--- src/rtl/assert_macros.svh ---
// assertion macros used by q16_saturating_alu_core
// expects clk and arst_n in the scope of each use
`ifndef ASSERT_MACROS_SVH
`define ASSERT_MACROS_SVH

// antecedent implies consequent in the same cycle
`define ASSERT_IMPL(lbl, ante, cons) \
	lbl: assert property (@(posedge clk) disable iff (!arst_n) (ante) |-> (cons)) \
		else $error("assertion failed");

// antecedent implies consequent in the next cycle
`define ASSERT_NEXT(lbl, ante, cons) \
	lbl: assert property (@(posedge clk) disable iff (!arst_n) (ante) |=> (cons)) \
		else $error("assertion failed");

`endif

--- src/rtl/q16sa_pkg.sv ---
// types and constants of the q16.16 saturating alu
// no dependencies
package q16sa_pkg;

	localparam int FRAC_BITS = 16;
	localparam int NUM_W = 32 + FRAC_BITS;
	localparam int DIV_STEPS = NUM_W;

	typedef logic [1:0] cmd_t;
	localparam cmd_t CMD_MUL = 2'd0;
	localparam cmd_t CMD_DIV = 2'd1;
	localparam cmd_t CMD_CLAMP = 2'd2;
	localparam cmd_t CMD_ABS = 2'd3;

	localparam logic signed [31:0] Q_MAX = 32'sh7FFF_FFFF;
	localparam logic signed [31:0] Q_MIN = -32'sh7FFF_FFFF - 32'sd1;

	// one beat as it travels down the divider chain
	typedef struct packed {
		logic              valid;
		logic              is_div;
		logic              neg;
		logic [31:0]       rem;
		logic [NUM_W-1:0]  num;
		logic [31:0]       den;
		logic signed [31:0] byp;
	} cell_t;

endpackage

--- src/rtl/q16sa_front.sv ---
// input stage: multiplier, clamp, abs and divider setup
// depends on q16sa_pkg
module q16sa_front (
	input  logic               clk,
	input  logic               arst_n,
	input  logic               accept,
	input  q16sa_pkg::cmd_t    cmd,
	input  logic signed [31:0] operand_a,
	input  logic signed [31:0] operand_b,
	input  logic signed [31:0] operand_c,
	output q16sa_pkg::cell_t   head
);
	import q16sa_pkg::*;

	logic                     valid_s1;
	cmd_t                     cmd_s1;
	logic signed [63:0]       prod_s1;
	logic signed [31:0]       byp_s1;
	logic                     div_en_s1;
	logic [NUM_W-1:0]         num_s1;
	logic [31:0]              den_s1;
	logic                     neg_s1;

	logic signed [31:0] byp_in;
	logic [31:0]        abs_a;
	logic [31:0]        abs_b;
	logic signed [NUM_W-1:0] shifted;
	logic signed [31:0] mul_sat;

	// magnitudes as unsigned, most negative maps to 2^31
	assign abs_a = operand_a[31] ? (32'd0 - operand_a) : operand_a;
	assign abs_b = operand_b[31] ? (32'd0 - operand_b) : operand_b;

	// results that need no divider
	always_comb begin
		unique case (cmd)
			CMD_CLAMP: begin
				if (operand_a < operand_b) byp_in = operand_b;
				else if (operand_a > operand_c) byp_in = operand_c;
				else byp_in = operand_a;
			end
			CMD_ABS: byp_in = operand_a[31] ? (abs_a[31] ? Q_MAX : $signed(abs_a)) : operand_a;
			CMD_DIV: byp_in = operand_a[31] ? Q_MIN : Q_MAX;
			default: byp_in = operand_a;
		endcase
	end

	// control
	always_ff @(posedge clk or negedge arst_n) begin
		if (!arst_n) valid_s1 <= 1'b0;
		else valid_s1 <= accept;
	end

	// payload
	always_ff @(posedge clk) begin
		cmd_s1 <= cmd;
		prod_s1 <= operand_a * operand_b;
		byp_s1 <= byp_in;
		div_en_s1 <= (cmd == CMD_DIV) && (operand_b != 32'sd0);
		num_s1 <= {abs_a, {FRAC_BITS{1'b0}}};
		den_s1 <= abs_b;
		neg_s1 <= operand_a[31] ^ operand_b[31];
	end

	// multiply: floor shift then saturate
	assign shifted = prod_s1[63:FRAC_BITS];
	always_comb begin
		if (shifted[NUM_W-1:31] == {(NUM_W-31){1'b0}} ||
			shifted[NUM_W-1:31] == {(NUM_W-31){1'b1}})
			mul_sat = shifted[31:0];
		else
			mul_sat = shifted[NUM_W-1] ? Q_MIN : Q_MAX;
	end

	always_comb begin
		head.valid = valid_s1;
		head.is_div = div_en_s1;
		head.neg = neg_s1;
		head.rem = 32'd0;
		head.num = num_s1;
		head.den = den_s1;
		head.byp = (cmd_s1 == CMD_MUL) ? mul_sat : byp_s1;
	end

endmodule

--- config.mk ---
export PLATFORM = sky130hd
export DESIGN_NAME = q16sa_front
export DESIGN_NICKNAME = d
export VERILOG_FILES = /design/src/rtl/assert_macros.svh /design/src/rtl/q16sa_pkg.sv /design/src/rtl/q16sa_front.sv
export SDC_FILE = /design/constraint.sdc
export NUM_CORES = 2
export LEC_CHECK = 0
export ABC_AREA = 1
export BUFFER_PORTS_ARGS = -buffer_cell sky130_fd_sc_hd__clkbuf_2
export CAP_MARGIN = 20
export CORE_UTILIZATION = 40
export CTS_BUF_LIST = sky130_fd_sc_hd__clkbuf_8
export CTS_CLUSTER_DIAMETER = 40
export DETAILED_ROUTE_END_ITERATION = 8
export PLACE_DENSITY = 0.64
export SLEW_MARGIN = 20
export SYNTH_ARGS = -nofsm -noshare
export SYNTH_HDL_FRONTEND = slang
export SYNTH_SLANG_ARGS = --single-unit
--- constraint.sdc ---
create_clock -name clk -period 2.75 [get_ports clk]
set_input_delay 0.55 -clock clk [delete_from_list [all_inputs] [get_ports clk]]
set_output_delay 0.55 -clock clk [all_outputs]
set_load 0.1 [all_outputs]
==> impl_results.md <==
- Status: finished with violations
- Failing checks: negative setup slack
- Final Slew Violations: 0
- Worst slew pin tran: a little under 0.9 ns
- Cell family with most CP delay: adder cells
- Clock sink total: around 150
- Post-Synthesis Cells: about 6000
- Number of synthesized flops with an enable pin: 0
- Worst path most repeated cell: fa_2
- Startpoint Class: input port
- H-tree levels: 4
- Max clock buf depth: 2
- Min-Delay Path Class: input port to flop
- MaxCap Viol Count: 0
- Grt total ovfl: 0
- Number of fill cells: 10333
- Crit-path max cell delay: 0.57 ns
- DR iter-0 viols: roughly 3800
- Root buffer cell: clkbuf_8
- Vias: between 40000 and 50000
- Crit path time final: approximately 6.7 ns
- Setup crit end kind: flop
- Synth area leader: fa_1
- Part of the Yosys area used for sequential elements: approximately 6.4%
- Core area: between 100000 and 150000 um^2
- Clock slew at reported path FFs: around 0.11 ns
- Final Hold Fails: 0
- Die H: between 300 and 400 um
- Setup tns final: -188.56 ns
- Final setup margin: -3.97 ns
- Routed WL: between 150000 and 200000 um
- Antenna violations before repair: 13
- Area Overhead vs Synth: 34.8%
- Slowest cell on crit path: fa_2
- RSZ-0062 raised after global routing: yes
- Vias in the first global route: between 40000 and 50000
- Layout cells sized above 1: 28.5%
- First-pass GRT wire length: between 200000 and 300000 um
- Crit Path Class: input port to flop
- Slew headroom: slightly above 40%
- Gr usage total: ~30%
- Mapped Area: approximately 47000 um^2
- Distinct cell type count after synthesis: about 60
- I/O pin total: 248
- CTS tree: built
- Port Buffers: 199
- Pin count of the biggest net entering global routing: 40
- Largest cells by area after synthesis: fa_1, inv_1, nand2_1
- YS warnings: 0
- Worst path arrival time: approximately 7.3 ns
- Synth top area share: between 40% and 50%
- Worst-path fanout max: 6
- Hold_sp: accept
- Seq cells post-synth: 149
- Final HPWL DP: around 140000 um
- DRC errors left: 0
- Post-synth top cells: inv_1, nand2_1, fa_1
- Crit path from: operand_a[16]
- Initial Util: 40.4%
- Wire length per cell: approximately 21 um
- Mean Syn Cell Area: 7.84 um^2
- Top_reg_cell synth: dfxtp_1
- Final Cycle Share: 244%
- Num rows: between 100 and 150
- Critical path buffers and inverters: 10
- Total CTS buffers: 17
- DR pass1 iterations: 6
- DIE AREA: about 120000 um^2
- Final net count: roughly 8300
- Via/cell ratio: about 5.1
- DRT antenna net count: 0
- Placer Congestion: 1.01
- FMAX: around 0.15 GHz
- Post-synth ARST share: 0.671%
- Die X: about 340 um
- Critical path data required time: roughly 3.3 ns
- Most frequent cell after synthesis: inv_1
- Setup violations, final: 80
## registers in the layout, summed over array words and instances, names as in the netlist
name	cells
prod_s1	48
byp_s1	32
den_s1	32
num_s1	32
cmd_s1	2
div_en_s1	1
neg_s1	1
valid_s1	1
## layout by cell type (no fill, tap or decap), types with 49 or more instances in the layout
cell type | Yosys | final
inv_1 | 1719 | 1620
nand2_1 | 1404 | 1254
fa_1 | 1081 | 998
buf_4 | 53 | 677
ha_1 | 276 | 220
nand3_1 | 198 | 172
nor2_1 | 244 | 160
buf_12 | 0 | 148
clkbuf_2 | 0 | 145
dfxtp_1 | 148 | 136
buf_6 | 7 | 105
inv_2 | 15 | 104
nand2_2 | 3 | 84
fa_2 | 0 | 83
a21oi_1 | 174 | 74
xor2_1 | 84 | 68
nand2_4 | 0 | 61
a21oi_4 | 0 | 53
ha_4 | 0 | 53
nand4_1 | 50 | 50
nor2_2 | 9 | 49
## per-layer routing
metal	vias to the layer above	wire (um)	track usage (%)	share of wire, %
li1	18683	-	-	-
met1	21395	70000	38.8	40
met2	2003	81300	47.9	47
met3	420	14600	4.35	8.4
met4	4	8190	11.6	4.7
met5	-	23	0	0.013
## worst paths after layout
kind / to / slack (ns) / cells after the start
setup / recovery: prod_s1[59] / -3.97 / 29
min in group asynchronous: valid_s1 / 0.23 / 2
max in group asynchronous: valid_s1 / 2.44 / 2
hold / removal: valid_s1 / 0.04 / 1
## area by class of cell
class,instances,area (um^2),share of cell area (%)
Antenna cell,11,27.5,0.0434
Clock buffer,18,248,0.391
Clock inverter,13,120,0.190
Inverter,1738,6560,10.4
Multi-Input combinational cell,3806,40000,63.1
Sequential cell,149,3010,4.74
Tap cell,1524,1910,3.01
Timing Repair Buffer,1149,11500,18.1
## timing repair
item | in CTS | in global routing
cloned | 16 | 13
hold buffers | 1 | 0
endpoints found under the hold margin | 1 | 0
setup buffers | 130 | 65
resized for setup | 681 | 373
pin swaps | 295 | 199
setup endpoints to repair | 121 | 117
## logic make-up (layout without fill, tap and decap cells)
| family | count (synthesis) | count (layout) | synth area share (%) |
|---|---|---|---|
| xor gates and xnor gates | 104 | 104 | 1.95 |
| DFF | 149 | 149 | 6.36 |
| adders and majority gates | 1357 | 1357 | 53.4 |
| buffers and inverters | 2091 | 2918 | 17.3 |
| and+or+nand+nor | 1979 | 1979 | 17.2 |
| AOI/OAI and AO/OA | 317 | 317 | 3.73 |
| other | 1 | 59 | 0.00798 |
| muxes | 1 | 1 | 0.0240 |
## metrics by stage
| stage | hold slack (ns) | setup slack, ns | instance area [um^2] | cells | util [%] |
|---|---|---|---|---|---|
| finish | 0.0366 | -3.97 | 63400 | 8408 | 54.4 |
| global route | 0.00947 | -4.12 | 63400 | 8407 | 54.4 |
| CTS | 0.00212 | -3.78 | 61200 | 8333 | 52.6 |
| detailed placement | 0.327 | -4.82 | 56600 | 8159 | 48.6 |
| global placement | 0.324 | -4.86 | 56600 | 8159 | 48.6 |
| floorplan | 0.254 | -4.55 | 49500 | 6046 | - |
Power is not shown: default switching activity piles up to over one toggle a cycle in this logic, so the estimate is an artifact.
