<file path="src/rtl/assert_macros.svh">
// assertion macros used by q16_saturating_alu_core
// expects clk and arst_n in the scope of each use
`ifndef ASSERT_MACROS_SVH
`define ASSERT_MACROS_SVH

// antecedent implies consequent in the same cycle
`define ASSERT_IMPL(lbl, ante, cons) \
	lbl: assert property (@(posedge clk) disable iff (!arst_n) (ante) |-> (cons)) \
		else $error("assertion failed");

// antecedent implies consequent in the next cycle
`define ASSERT_NEXT(lbl, ante, cons) \
	lbl: assert property (@(posedge clk) disable iff (!arst_n) (ante) |=> (cons)) \
		else $error("assertion failed");

`endif

</file>
<file path="src/rtl/q16sa_pkg.sv">
// types and constants of the q16.16 saturating alu
// no dependencies
package q16sa_pkg;

	localparam int FRAC_BITS = 16;
	localparam int NUM_W = 32 + FRAC_BITS;
	localparam int DIV_STEPS = NUM_W;

	typedef logic [1:0] cmd_t;
	localparam cmd_t CMD_MUL = 2'd0;
	localparam cmd_t CMD_DIV = 2'd1;
	localparam cmd_t CMD_CLAMP = 2'd2;
	localparam cmd_t CMD_ABS = 2'd3;

	localparam logic signed [31:0] Q_MAX = 32'sh7FFF_FFFF;
	localparam logic signed [31:0] Q_MIN = -32'sh7FFF_FFFF - 32'sd1;

	// one beat as it travels down the divider chain
	typedef struct packed {
		logic              valid;
		logic              is_div;
		logic              neg;
		logic [31:0]       rem;
		logic [NUM_W-1:0]  num;
		logic [31:0]       den;
		logic signed [31:0] byp;
	} cell_t;

endpackage

</file>
<file path="src/rtl/q16sa_back.sv">
// output stage: sign and saturation of the quotient, result register
// depends on q16sa_pkg
module q16sa_back (
	input  logic               clk,
	input  logic               arst_n,
	input  q16sa_pkg::cell_t   tail,
	output logic               done,
	output logic signed [31:0] result
);
	import q16sa_pkg::*;

	logic               done_q;
	logic signed [31:0] result_q;
	logic signed [31:0] res_d;
	logic               big;

	// quotient magnitude beyond 32 bits
	assign big = tail.num[NUM_W-1:32] != {(NUM_W-32){1'b0}};

	always_comb begin
		if (!tail.is_div) res_d = tail.byp;
		else if (tail.neg) begin
			if (big || (tail.num[31] && tail.num[30:0] != 31'd0)) res_d = Q_MIN;
			else res_d = $signed(32'd0 - tail.num[31:0]);
		end else begin
			if (big || tail.num[31]) res_d = Q_MAX;
			else res_d = $signed(tail.num[31:0]);
		end
	end

	always_ff @(posedge clk or negedge arst_n) begin
		if (!arst_n) done_q <= 1'b0;
		else done_q <= tail.valid;
	end

	always_ff @(posedge clk) begin
		result_q <= res_d;
	end

	assign done = done_q;
	assign result = result_q;

endmodule

</file>
<file path="config.mk">
export PLATFORM = sky130hd
export DESIGN_NAME = q16sa_back
export DESIGN_NICKNAME = d
export VERILOG_FILES = /design/src/rtl/assert_macros.svh /design/src/rtl/q16sa_pkg.sv /design/src/rtl/q16sa_back.sv
export SDC_FILE = /design/constraint.sdc
export NUM_CORES = 1
export LEC_CHECK = 0
export BUFFER_PORTS_ARGS = -buffer_cell sky130_fd_sc_hd__clkbuf_2
export CAP_MARGIN = 20
export CORE_ASPECT_RATIO = 1.2
export CORE_MARGIN = 2
export CORE_UTILIZATION = 41
export CTS_CLUSTER_DIAMETER = 100
export DETAILED_ROUTE_END_ITERATION = 8
export PLACE_DENSITY_LB_ADDON = 0.2
export SLEW_MARGIN = 20
export SYNTH_ARGS = -nofsm -noshare
export SYNTH_HDL_FRONTEND = slang
export SYNTH_SLANG_ARGS = --single-unit
export TNS_END_PERCENT = 30
</file>
<file path="constraint.sdc">
create_clock -name clk -period 0.8 [get_ports clk]
set_input_delay 0.08 -clock clk [delete_from_list [all_inputs] [get_ports clk]]
set_output_delay 0.08 -clock clk [all_outputs]
set_load 0.1 [all_outputs]
</file>
==> flow_summary.json, run 1 <==
{
  "grt-ovfl-total": 0,
  "cp.arrival_ps": 2220,
  "drtIter0Drc": 303,
  "dr.pass1.iters": 5,
  "relSlewSlack": 0.6496,
  "fin_crit_sh": 2.476,
  "slowest_delay_ps": 540,
  "synth_compound_area_frac": 0.2756,
  "p_int_mw": 3.709,
  "worstSetupPathType": "primary input to flip-flop",
  "hpwl_um": 7972,
  "synth_flop_cell": "dfxtp_1",
  "drive_gt1_frac": 0.5207,
  "drc": 0,
  "rsz0062_at_grt": "true",
  "synth.largest_area_cell": "dfxtp_1",
  "ys_ff_latch": 33,
  "setup.worst_path.start_class": "primary input",
  "finalMaxSlewViolations": 0,
  "grt_pass1_vias": 3686,
  "power.share.combinational": 0.450,
  "post_dp_cell_area_um2": 4222,
  "power.total_mw": 6.141,
  "clk_pin_slew_ps": 80,
  "final_util": 0.7987,
  "synth_fa_ha_area_frac": 0.005094,
  "synth_seq_area_share": 0.2710,
  "nNetsFinal": 681,
  "antennaDiodeCount": 0,
  "power.switching_mw": 2.432,
  "syn_area_per_cell_um2": 7.310,
  "cts_buffers": 5,
  "p_leak_nw": 2.028,
  "fin_cells": 612,
  "hp-class": "primary input to flip-flop",
  "fin_crit_ps": 1981,
  "grt_max_degree": 22,
  "tightestPinTransition_ps": 518.9,
  "cpMaxStageDelayCell": "or4_4",
  "dieHeight_um": 88.79,
  "syn_inst": 336,
  "vias": 3726,
  "p_per_area_nw_per_um2": 1348,
  "fin_tns_setup_ps": -36550,
  "syn_to_final_growth_pct": 85.53,
  "violations": "negative setup slack",
  "fmax_ghz": 0.5049,
  "syn_area_um2": 2456,
  "whs_ps": 11.78,
  "synth-xor-area-share": 0.003566,
  "ir_drop_mv": 0.8367,
  "hold_viol": 0,
  "port_buffers": 117,
  "setup_viol": 65,
  "synth_edf_count": 0,
  "synth_top_family_by_area": "simple AND/OR/NAND/NOR gates",
  "rows": 30,
  "final_area_um2": 4557,
  "sw_frac_of_total": 0.3961,
  "synth.most_common_cell": "nor2_1",
  "start_util": 0.4305,
  "dpl.cell_count": 594,
  "ys_warn_count": 0,
  "via_per_inst": 6.088,
  "synth_nets": 486,
  "critPathMostFrequentCell": "or4_4",
  "wirelength_um": 10730,
  "synth.area.mux_share": 0.01325,
  "place_congestion": 0.9192,
  "cts.path.max_buffers": 2,
  "synthTopCellsByArea": "dfxtp_1, nor2_1, o211ai_1",
  "track_usage": 0.3178,
  "final_antenna_net_count": 0,
  "grt_pass1_wl_um": 16420,
  "wire_per_inst_um": 17.54,
  "yosysUniqueCellTypes": 51,
  "outcome": "finished, violations left",
  "p_seq_frac": 0.313,
  "htree_levels": 2,
  "cts_root_buf": "clkbuf_8",
  "async_flop_share": 0.03030,
  "crit_path_end_kind": "flip-flop",
  "preCtsSetupSlack_ps": -1474,
  "netlist_top_cells_count": "nor2_1, dfxtp_1, clkbuf_1",
  "cts_tree": "done",
  "synth-simple-area-share": 0.3627,
  "dieArea_um2": 6628,
  "setup_slack_ps": -1181,
  "antenna_found_initial": 0,
  "synth_top_area_share": 0.2608,
  "io_pins": 182,
  "crit_chain": "buf_6, or4_4, or3_4, or4_4, or4b_4, nand3_2",
  "die_x_um": 74.66,
  "cp.required_ps": 1030,
  "drv_cap": 0,
  "core-area_um2": 5705,
  "crit_fanout": 3,
  "p_clk_frac": 0.237,
  "clock-sinks": 33
}
[repair_timing]
| item | CTS | global route |
|---|---|---|
| setup endpoints to repair | 65 | 65 |
| setup buffers | 2 | 4 |
| gates cloned | 1 | 1 |
| gates resized for setup | 40 | 19 |
| pin swaps | 15 | 10 |
| hold endpoints to repair | 3 | 0 |
| hold buffers | 3 | 0 |
[routing by layer]
layer / GRT usage / vias to the layer above / share of wire
met5: 0 / - / 0
met2: 0.5720 / 253 / 0.51
met3: 0.05581 / 49 / 0.080
li1: - / 1694 / -
met4: 0.1542 / 0 / 0.041
met1: 0.3557 / 1730 / 0.37
[power groups by stage]
stage	clock network, mW	logic [mW]	registers (mW)
final	1.45	2.76	1.92
after global routing	1.52	2.88	1.93
after CTS	1.46	2.69	1.92
after detailed placement	0	2.64	1.93
after global placement	0	2.62	1.93
after floorplan	0	0.447	2.83
[registers in the layout, summed over array words and instances (netlist names)]
register	cells
result	32
done	1
[critical path, delay by kind of cell]
kind | cells | cell delay [ps]
simple gates | 5 | 2040
buf+inv | 1 | 90
[cell families (layout without fill, tap and decap cells)]
group           Yosys count  count (layout)
simple gates            161             161
compound gates           95              95
buf+inv                  42             238
flops                    33              33
mux                       3               3
fa+ha+maj                 1               1
xor+xnor                  1               1
[path summary, 6_finish.rpt]
kind | slack, ps | endpoint | from | cells past startpoint
max in group asynchronous | 620 | done | arst_n | 2
hold / removal | 10 | result[20] | tail[20] | 3
min in group asynchronous | 100 | done | arst_n | 2
setup / recovery | -1180 | result[29] | tail[85] | 6
[final cells by class]
type,count,area [µm²]
inverter,11,41.29
tap,80,100.1
multi-input combinational,261,1707
sequential,33,704.4
clock buffer,7,96.34
timing repair buffer,219,1903
clock inverter,1,5.005
fill,401,1149
[layout by cell type (no fill, tap or decap), types with 3 or more instances in the layout]
master	synthesis	layout
nand2b_1	3	3
a21oi_1	8	8
nand3_1	9	7
or3_1	5	3
nor2_1	41	41
nand2_1	20	20
inv_1	11	11
a311oi_1	3	3
or3_4	1	3
and3b_1	4	4
clkbuf_2	0	83
nor3_1	15	15
and3_1	3	3
dfxtp_2	0	31
nor4b_1	4	4
o22ai_1	11	11
a31oi_1	19	19
o211ai_1	18	18
buf_12	0	34
o31ai_1	12	11
buf_4	0	91
nor4_1	16	16
buf_6	1	7
a2111oi_0	4	4
o21ai_0	4	4
dlygate4sd3_1	0	3
and4_1	7	7
or4_4	1	3
nand4_1	11	11
nor2b_1	12	12
clkbuf_8	0	7
(Power assumes the default switching activity.)
==> run 2, diff against run 1 <==
CORE_UTILIZATION = 32   (was 41)
==> run 2 against run 1 <==
The flow still finishes with violations (negative setup slack). Largest cell class unchanged. Clock power fell by 13%. Worst hold slack improved by 11 ps. First-iteration DRC count fell by 45%. Total power fell by 3.6%. Die area rose by 27%. Global-route usage fell by 7.7 points. Final area fell by 0.58%. Combinational power barely moved. Sequential power barely moved. Critical path depth did not move. Final cell count rose by 1.8%. Worst setup slack improved by 26 ps.
==> flow_summary.json, run 2 (synthesis gave the netlist of run 1 again) <==
{
  "tightestPinTransition_ps": 457.3,
  "wirelength_um": 10410,
  "clock-sinks": 33,
  "grt_pass1_vias": 3427,
  "finalMaxSlewViolations": 0,
  "core-area_um2": 7576,
  "setup.worst_path.start_class": "primary input",
  "vias": 3506,
  "clk_pin_slew_ps": 70,
  "top_usage_layer": "met2",
  "track_usage": 0.2408,
  "outcome": "finished, violations left",
  "drc": 0,
  "cpMaxStageDelayCell": "or4_4",
  "crit_chain": "buf_6, or4_4, or3_4, or4_4, or4b_1, nand3_1",
  "die_x_um": 83.98,
  "cp.required_ps": 1030,
  "cp.arrival_ps": 2190,
  "cts_root_buf": "clkbuf_8",
  "setup_slack_ps": -1155,
  "htree_levels": 2,
  "whs_ps": 22.91,
  "worst-path-buf-inv": 1,
  "min_to": "result[26]",
  "wire_per_inst_um": 16.71,
  "nNetsFinal": 680,
  "final_cell_mix": "buf_4, clkbuf_2, nor2_1",
  "fmax_ghz": 0.5116,
  "port_buffers": 117,
  "crit_fanout": 5,
  "grt_util_met2": 0.4455,
  "grtUsageMet3": 0.04194,
  "hp-class": "primary input to flip-flop",
  "start_util": 0.3242,
  "place_congestion": 0.9042,
  "crit_path_end_kind": "flip-flop",
  "sw_frac_of_total": 0.4023,
  "drv_cap": 0,
  "worstSetupPathType": "primary input to flip-flop",
  "grt_use_met1": 0.2864,
  "drive_gt1_frac": 0.5066,
  "rows": 35,
  "power.total_mw": 5.918,
  "slowest_delay_ps": 560,
  "grt-ovfl-total": 0,
  "final_antenna_net_count": 0,
  "hold_viol": 0,
  "p_leak_nw": 1.999,
  "cts.path.max_buffers": 2,
  "p_per_area_nw_per_um2": 1306,
  "syn_to_final_growth_pct": 84.46,
  "p_seq_frac": 0.325,
  "antennaDiodeCount": 0,
  "critPathMostFrequentCell": "or4_4",
  "cts_tree": "done",
  "antenna_found_initial": 0,
  "final_common_cell": "buf_4",
  "rsz0062_at_grt": "true",
  "drtIter0Drc": 167,
  "p_int_mw": 3.537,
  "dieArea_um2": 8395,
  "io_pins": 182,
  "power.switching_mw": 2.381,
  "critPathTopFamily": "simple AND/OR/NAND/NOR gates",
  "power.share.combinational": 0.462,
  "relSlewSlack": 0.6928,
  "fillers": 700,
  "violations": "negative setup slack",
  "grt_max_degree": 22,
  "cts_buffers": 5,
  "setup_viol": 65,
  "ir_drop_mv": 0.8256,
  "fin_crit_sh": 2.443,
  "hpwl_um": 7850,
  "worstHoldStart": "tail[26]",
  "largest_register_ffs": 32,
  "whs_path_depth": 3,
  "p_clk_frac": 0.213,
  "fin_crit_ps": 1955,
  "dieHeight_um": 99.97,
  "dr.pass1.iters": 4,
  "grt_pass1_wl_um": 16370,
  "via_per_inst": 5.628
}
run 2: tightest hold or removal path: stages:
cell and delay, ps:
clkbuf_2 80, nor2_1 70, a31oi_1 40
run 2: power by group through the flow:
stage                     combinational [mW]  clock, mW  sequential [mW]
after floorplan                        0.447          0             2.83
final                                   2.73       1.26             1.92
after global placement                  2.61          0             1.94
after CTS                               2.70       1.30             1.93
after global routing                    2.85       1.34             1.93
after detailed placement                2.63          0             1.94
run 2: metrics by stage:
stage | TNS, ps | util | cells | setup slack [ps] | cell area [µm²]
detailed placement | -44040 | 0.5536 | 602 | -1508 | 4194
finish | -34420 | 0.5980 | 623 | -1155 | 4531
CTS | -35620 | 0.5858 | 620 | -1152 | 4438
global placement | -42120 | 0.5536 | 602 | -1460 | 4194
global route | -36230 | 0.5980 | 623 | -1180 | 4531
floorplan | -44560 | - | 336 | -1419 | 2460
run 2: final cells by class:
class	instances	area, µm²	share of cell area
timing repair buffer	218	1899	0.4192
multi-input combinational	261	1690	0.3731
sequential	33	704.4	0.1555
tap	92	115.1	0.02541
clock buffer	8	80.08	0.01767
inverter	11	41.29	0.009113
run 2: timing repair:
item / CTS / global route
cloned: 2 / 0
setup buffers: 4 / 4
gates resized for setup: 43 / 16
endpoints found under the hold margin: 4 / 0
pin swaps: 7 / 22
hold buffers: 4 / 0
endpoints found under the setup margin: 65 / 65
run 2: how the worst max path moves through the flow:
stage / endpoint / slack (ps) / from / depth (start not counted)
2_1_floorplan: result[29] / -1420 / tail[84] / 7
3_3_place_gp: result[29] / -1460 / tail[86] / 6
3_5_place_dp: result[9] / -1510 / tail[82] / 8
4_1_cts: result[29] / -1150 / tail[82] / 6
5_1_grt: result[29] / -1180 / tail[85] / 6
6_report: result[29] / -1150 / tail[85] / 6
run 2: layer usage:
metal / routed length [µm] / vias up
met5: 0 / -
met4: 199 / 0
met3: 645 / 17
met2: 5371 / 145
met1: 4193 / 1645
li1: - / 1699
==> run 3, diff against run 2 <==
clock period = 2.1 ns   (was 0.8 ns; I/O delays follow)
==> run 3 against run 2 <==
The flow now finishes without violations. Via count down 7.0%. Sequential cell count unchanged. First-iteration DRC count down 35%. Clock power down 63%. Worst hold slack better by 13 ps. Total power down 67%. Global-route usage down 2.7 points. Sequential share of layout area up 3.2 points. Critical endpoint unchanged.
==> flow_summary.json, run 3 (synthesis gave the netlist of run 1 again) <==
{
  "antennaDiodeCount": 0,
  "dieHeight_um": 99.97,
  "p_leak_nw": 1.577,
  "cts_tree": "done",
  "min_to": "done",
  "worstHoldStart": "tail[146]",
  "wire_per_inst_um": 16.00,
  "drtIter0Drc": 108,
  "drc": 0,
  "final_area_um2": 3556,
  "grtUsageMet3": 0.05757,
  "relSlewSlack": 0.6035,
  "largest_register_ffs": 32,
  "port_buffers": 117,
  "final_cell_mix": "clkbuf_2, buf_4, nor2_1",
  "fmax_ghz": 0.4820,
  "crit_path_end_kind": "flip-flop",
  "tightestPinTransition_ps": 590.3,
  "vias": 3260,
  "fin_crit_sh": 0.9880,
  "wirelength_um": 9233,
  "worstSetupPathType": "primary input to flip-flop",
  "clock-sinks": 33,
  "place_congestion": 0.8850,
  "hold_viol": 0,
  "grt_use_met1": 0.2447,
  "antenna_found_initial": 0,
  "clk_pin_slew_ps": 70,
  "dieArea_um2": 8395,
  "setup.worst_path.start_class": "primary input",
  "cts_buffers": 5,
  "grt_util_met2": 0.3914,
  "grt_max_degree": 24,
  "finalMaxSlewViolations": 0,
  "drv_cap": 0,
  "fin_cells": 577,
  "fin_crit_ps": 2075,
  "power.total_mw": 1.968,
  "fin_tns_setup_ps": 0,
  "outcome": "complete, no violations",
  "hp-class": "primary input to flip-flop",
  "track_usage": 0.2140,
  "io_pins": 182,
  "core-area_um2": 7576,
  "cts.path.max_buffers": 2,
  "fillers": 810,
  "hpwl_um": 7016,
  "setup_viol": 0,
  "htree_levels": 2,
  "die_x_um": 83.98,
  "crit_fanout": 2,
  "grt_pass1_wl_um": 14690,
  "cp.arrival_ps": 2310,
  "syn_to_final_growth_pct": 44.78,
  "cts_root_buf": "clkbuf_8",
  "drive_gt1_frac": 0.3835,
  "via_per_inst": 5.650,
  "final_antenna_net_count": 0,
  "whs_path_depth": 1,
  "start_util": 0.3242,
  "top_usage_layer": "met2",
  "rows": 35,
  "ir_drop_mv": 0.2655,
  "post_dp_cell_area_um2": 3421,
  "p_per_area_nw_per_um2": 553.6,
  "grt_pass1_vias": 3114,
  "dpl.cell_count": 565,
  "final_common_cell": "clkbuf_2",
  "nNetsFinal": 634,
  "cp.required_ps": 2330,
  "critPathLaunch": "tail[82]",
  "dr.pass1.iters": 4,
  "grt-ovfl-total": 0
}
## run 3: cell count changes in the layout (fill, tap and decap cells not counted), moves of 3 or more
| cell | delta |
|---|---|
| dfxtp_2 | -31 |
| dfxtp_1 | +31 |
| buf_4 | -36 |
| buf_12 | -33 |
| buf_6 | -8 |
| dlygate4sd3_1 | -3 |
| clkbuf_2 | +35 |
## run 3: repair_timing
item / in CTS / in global routing
resized for setup: 0 / 7
hold endpoints to repair: 1 / 0
setup endpoints to repair: 0 / 12
hold buffers: 1 / 0
setup buffers: 0 / 2
## run 3: cell type report
type	count	area (µm²)	share of cell area
timing repair buffer	172	1008	0.2836
multi-input combinational	261	1645	0.4627
tap	92	115.1	0.03237
inverter	11	41.29	0.01161
sequential	33	665.6	0.1872
clock buffer	8	80.08	0.02252
## run 3: critical path: stages
cell	delay, ps
clkbuf_2	100
or4_1	540
or3_4	380
or4_4	510
or4b_1	480
nand3_1	80
## run 3: worst max path at each step
| stage | to | slack, ps | cells after the start |
|---|---|---|---|
| final | result[29] | 30 | 6 |
| after global routing | result[29] | -5 | 6 |
| after CTS | result[29] | 20 | 6 |
| after detailed placement | result[29] | -280 | 6 |
| after global placement | result[29] | -270 | 6 |
| after floorplan | result[29] | -250 | 7 |
## run 3: report_power, final
group / internal, mW / switching [mW] / total (mW) / leakage, nW
clock: 0.236 / 0.236 / 0.472 / 0.0395
sequential: 0.677 / 0.0139 / 0.691 / 0.281
combinational: 0.211 / 0.595 / 0.806 / 1.26
## run 3: routing by layer
layer	part of all wire	routed length (µm)
met1	0.41	3813
met2	0.51	4729
met3	0.064	588
met4	0.011	102
met5	0	0
## run 3: metrics by stage
stage / hold WS, ps / utilization / worst slack, ps
floorplan: -85.59 / - / -249.1
global placement: -15.79 / 0.4515 / -274.1
detailed placement: -14.73 / 0.4515 / -283.9
CTS: 30.09 / 0.4634 / 18.92
global route: 28.65 / 0.4694 / -5.445
finish: 36.21 / 0.4694 / 25.28
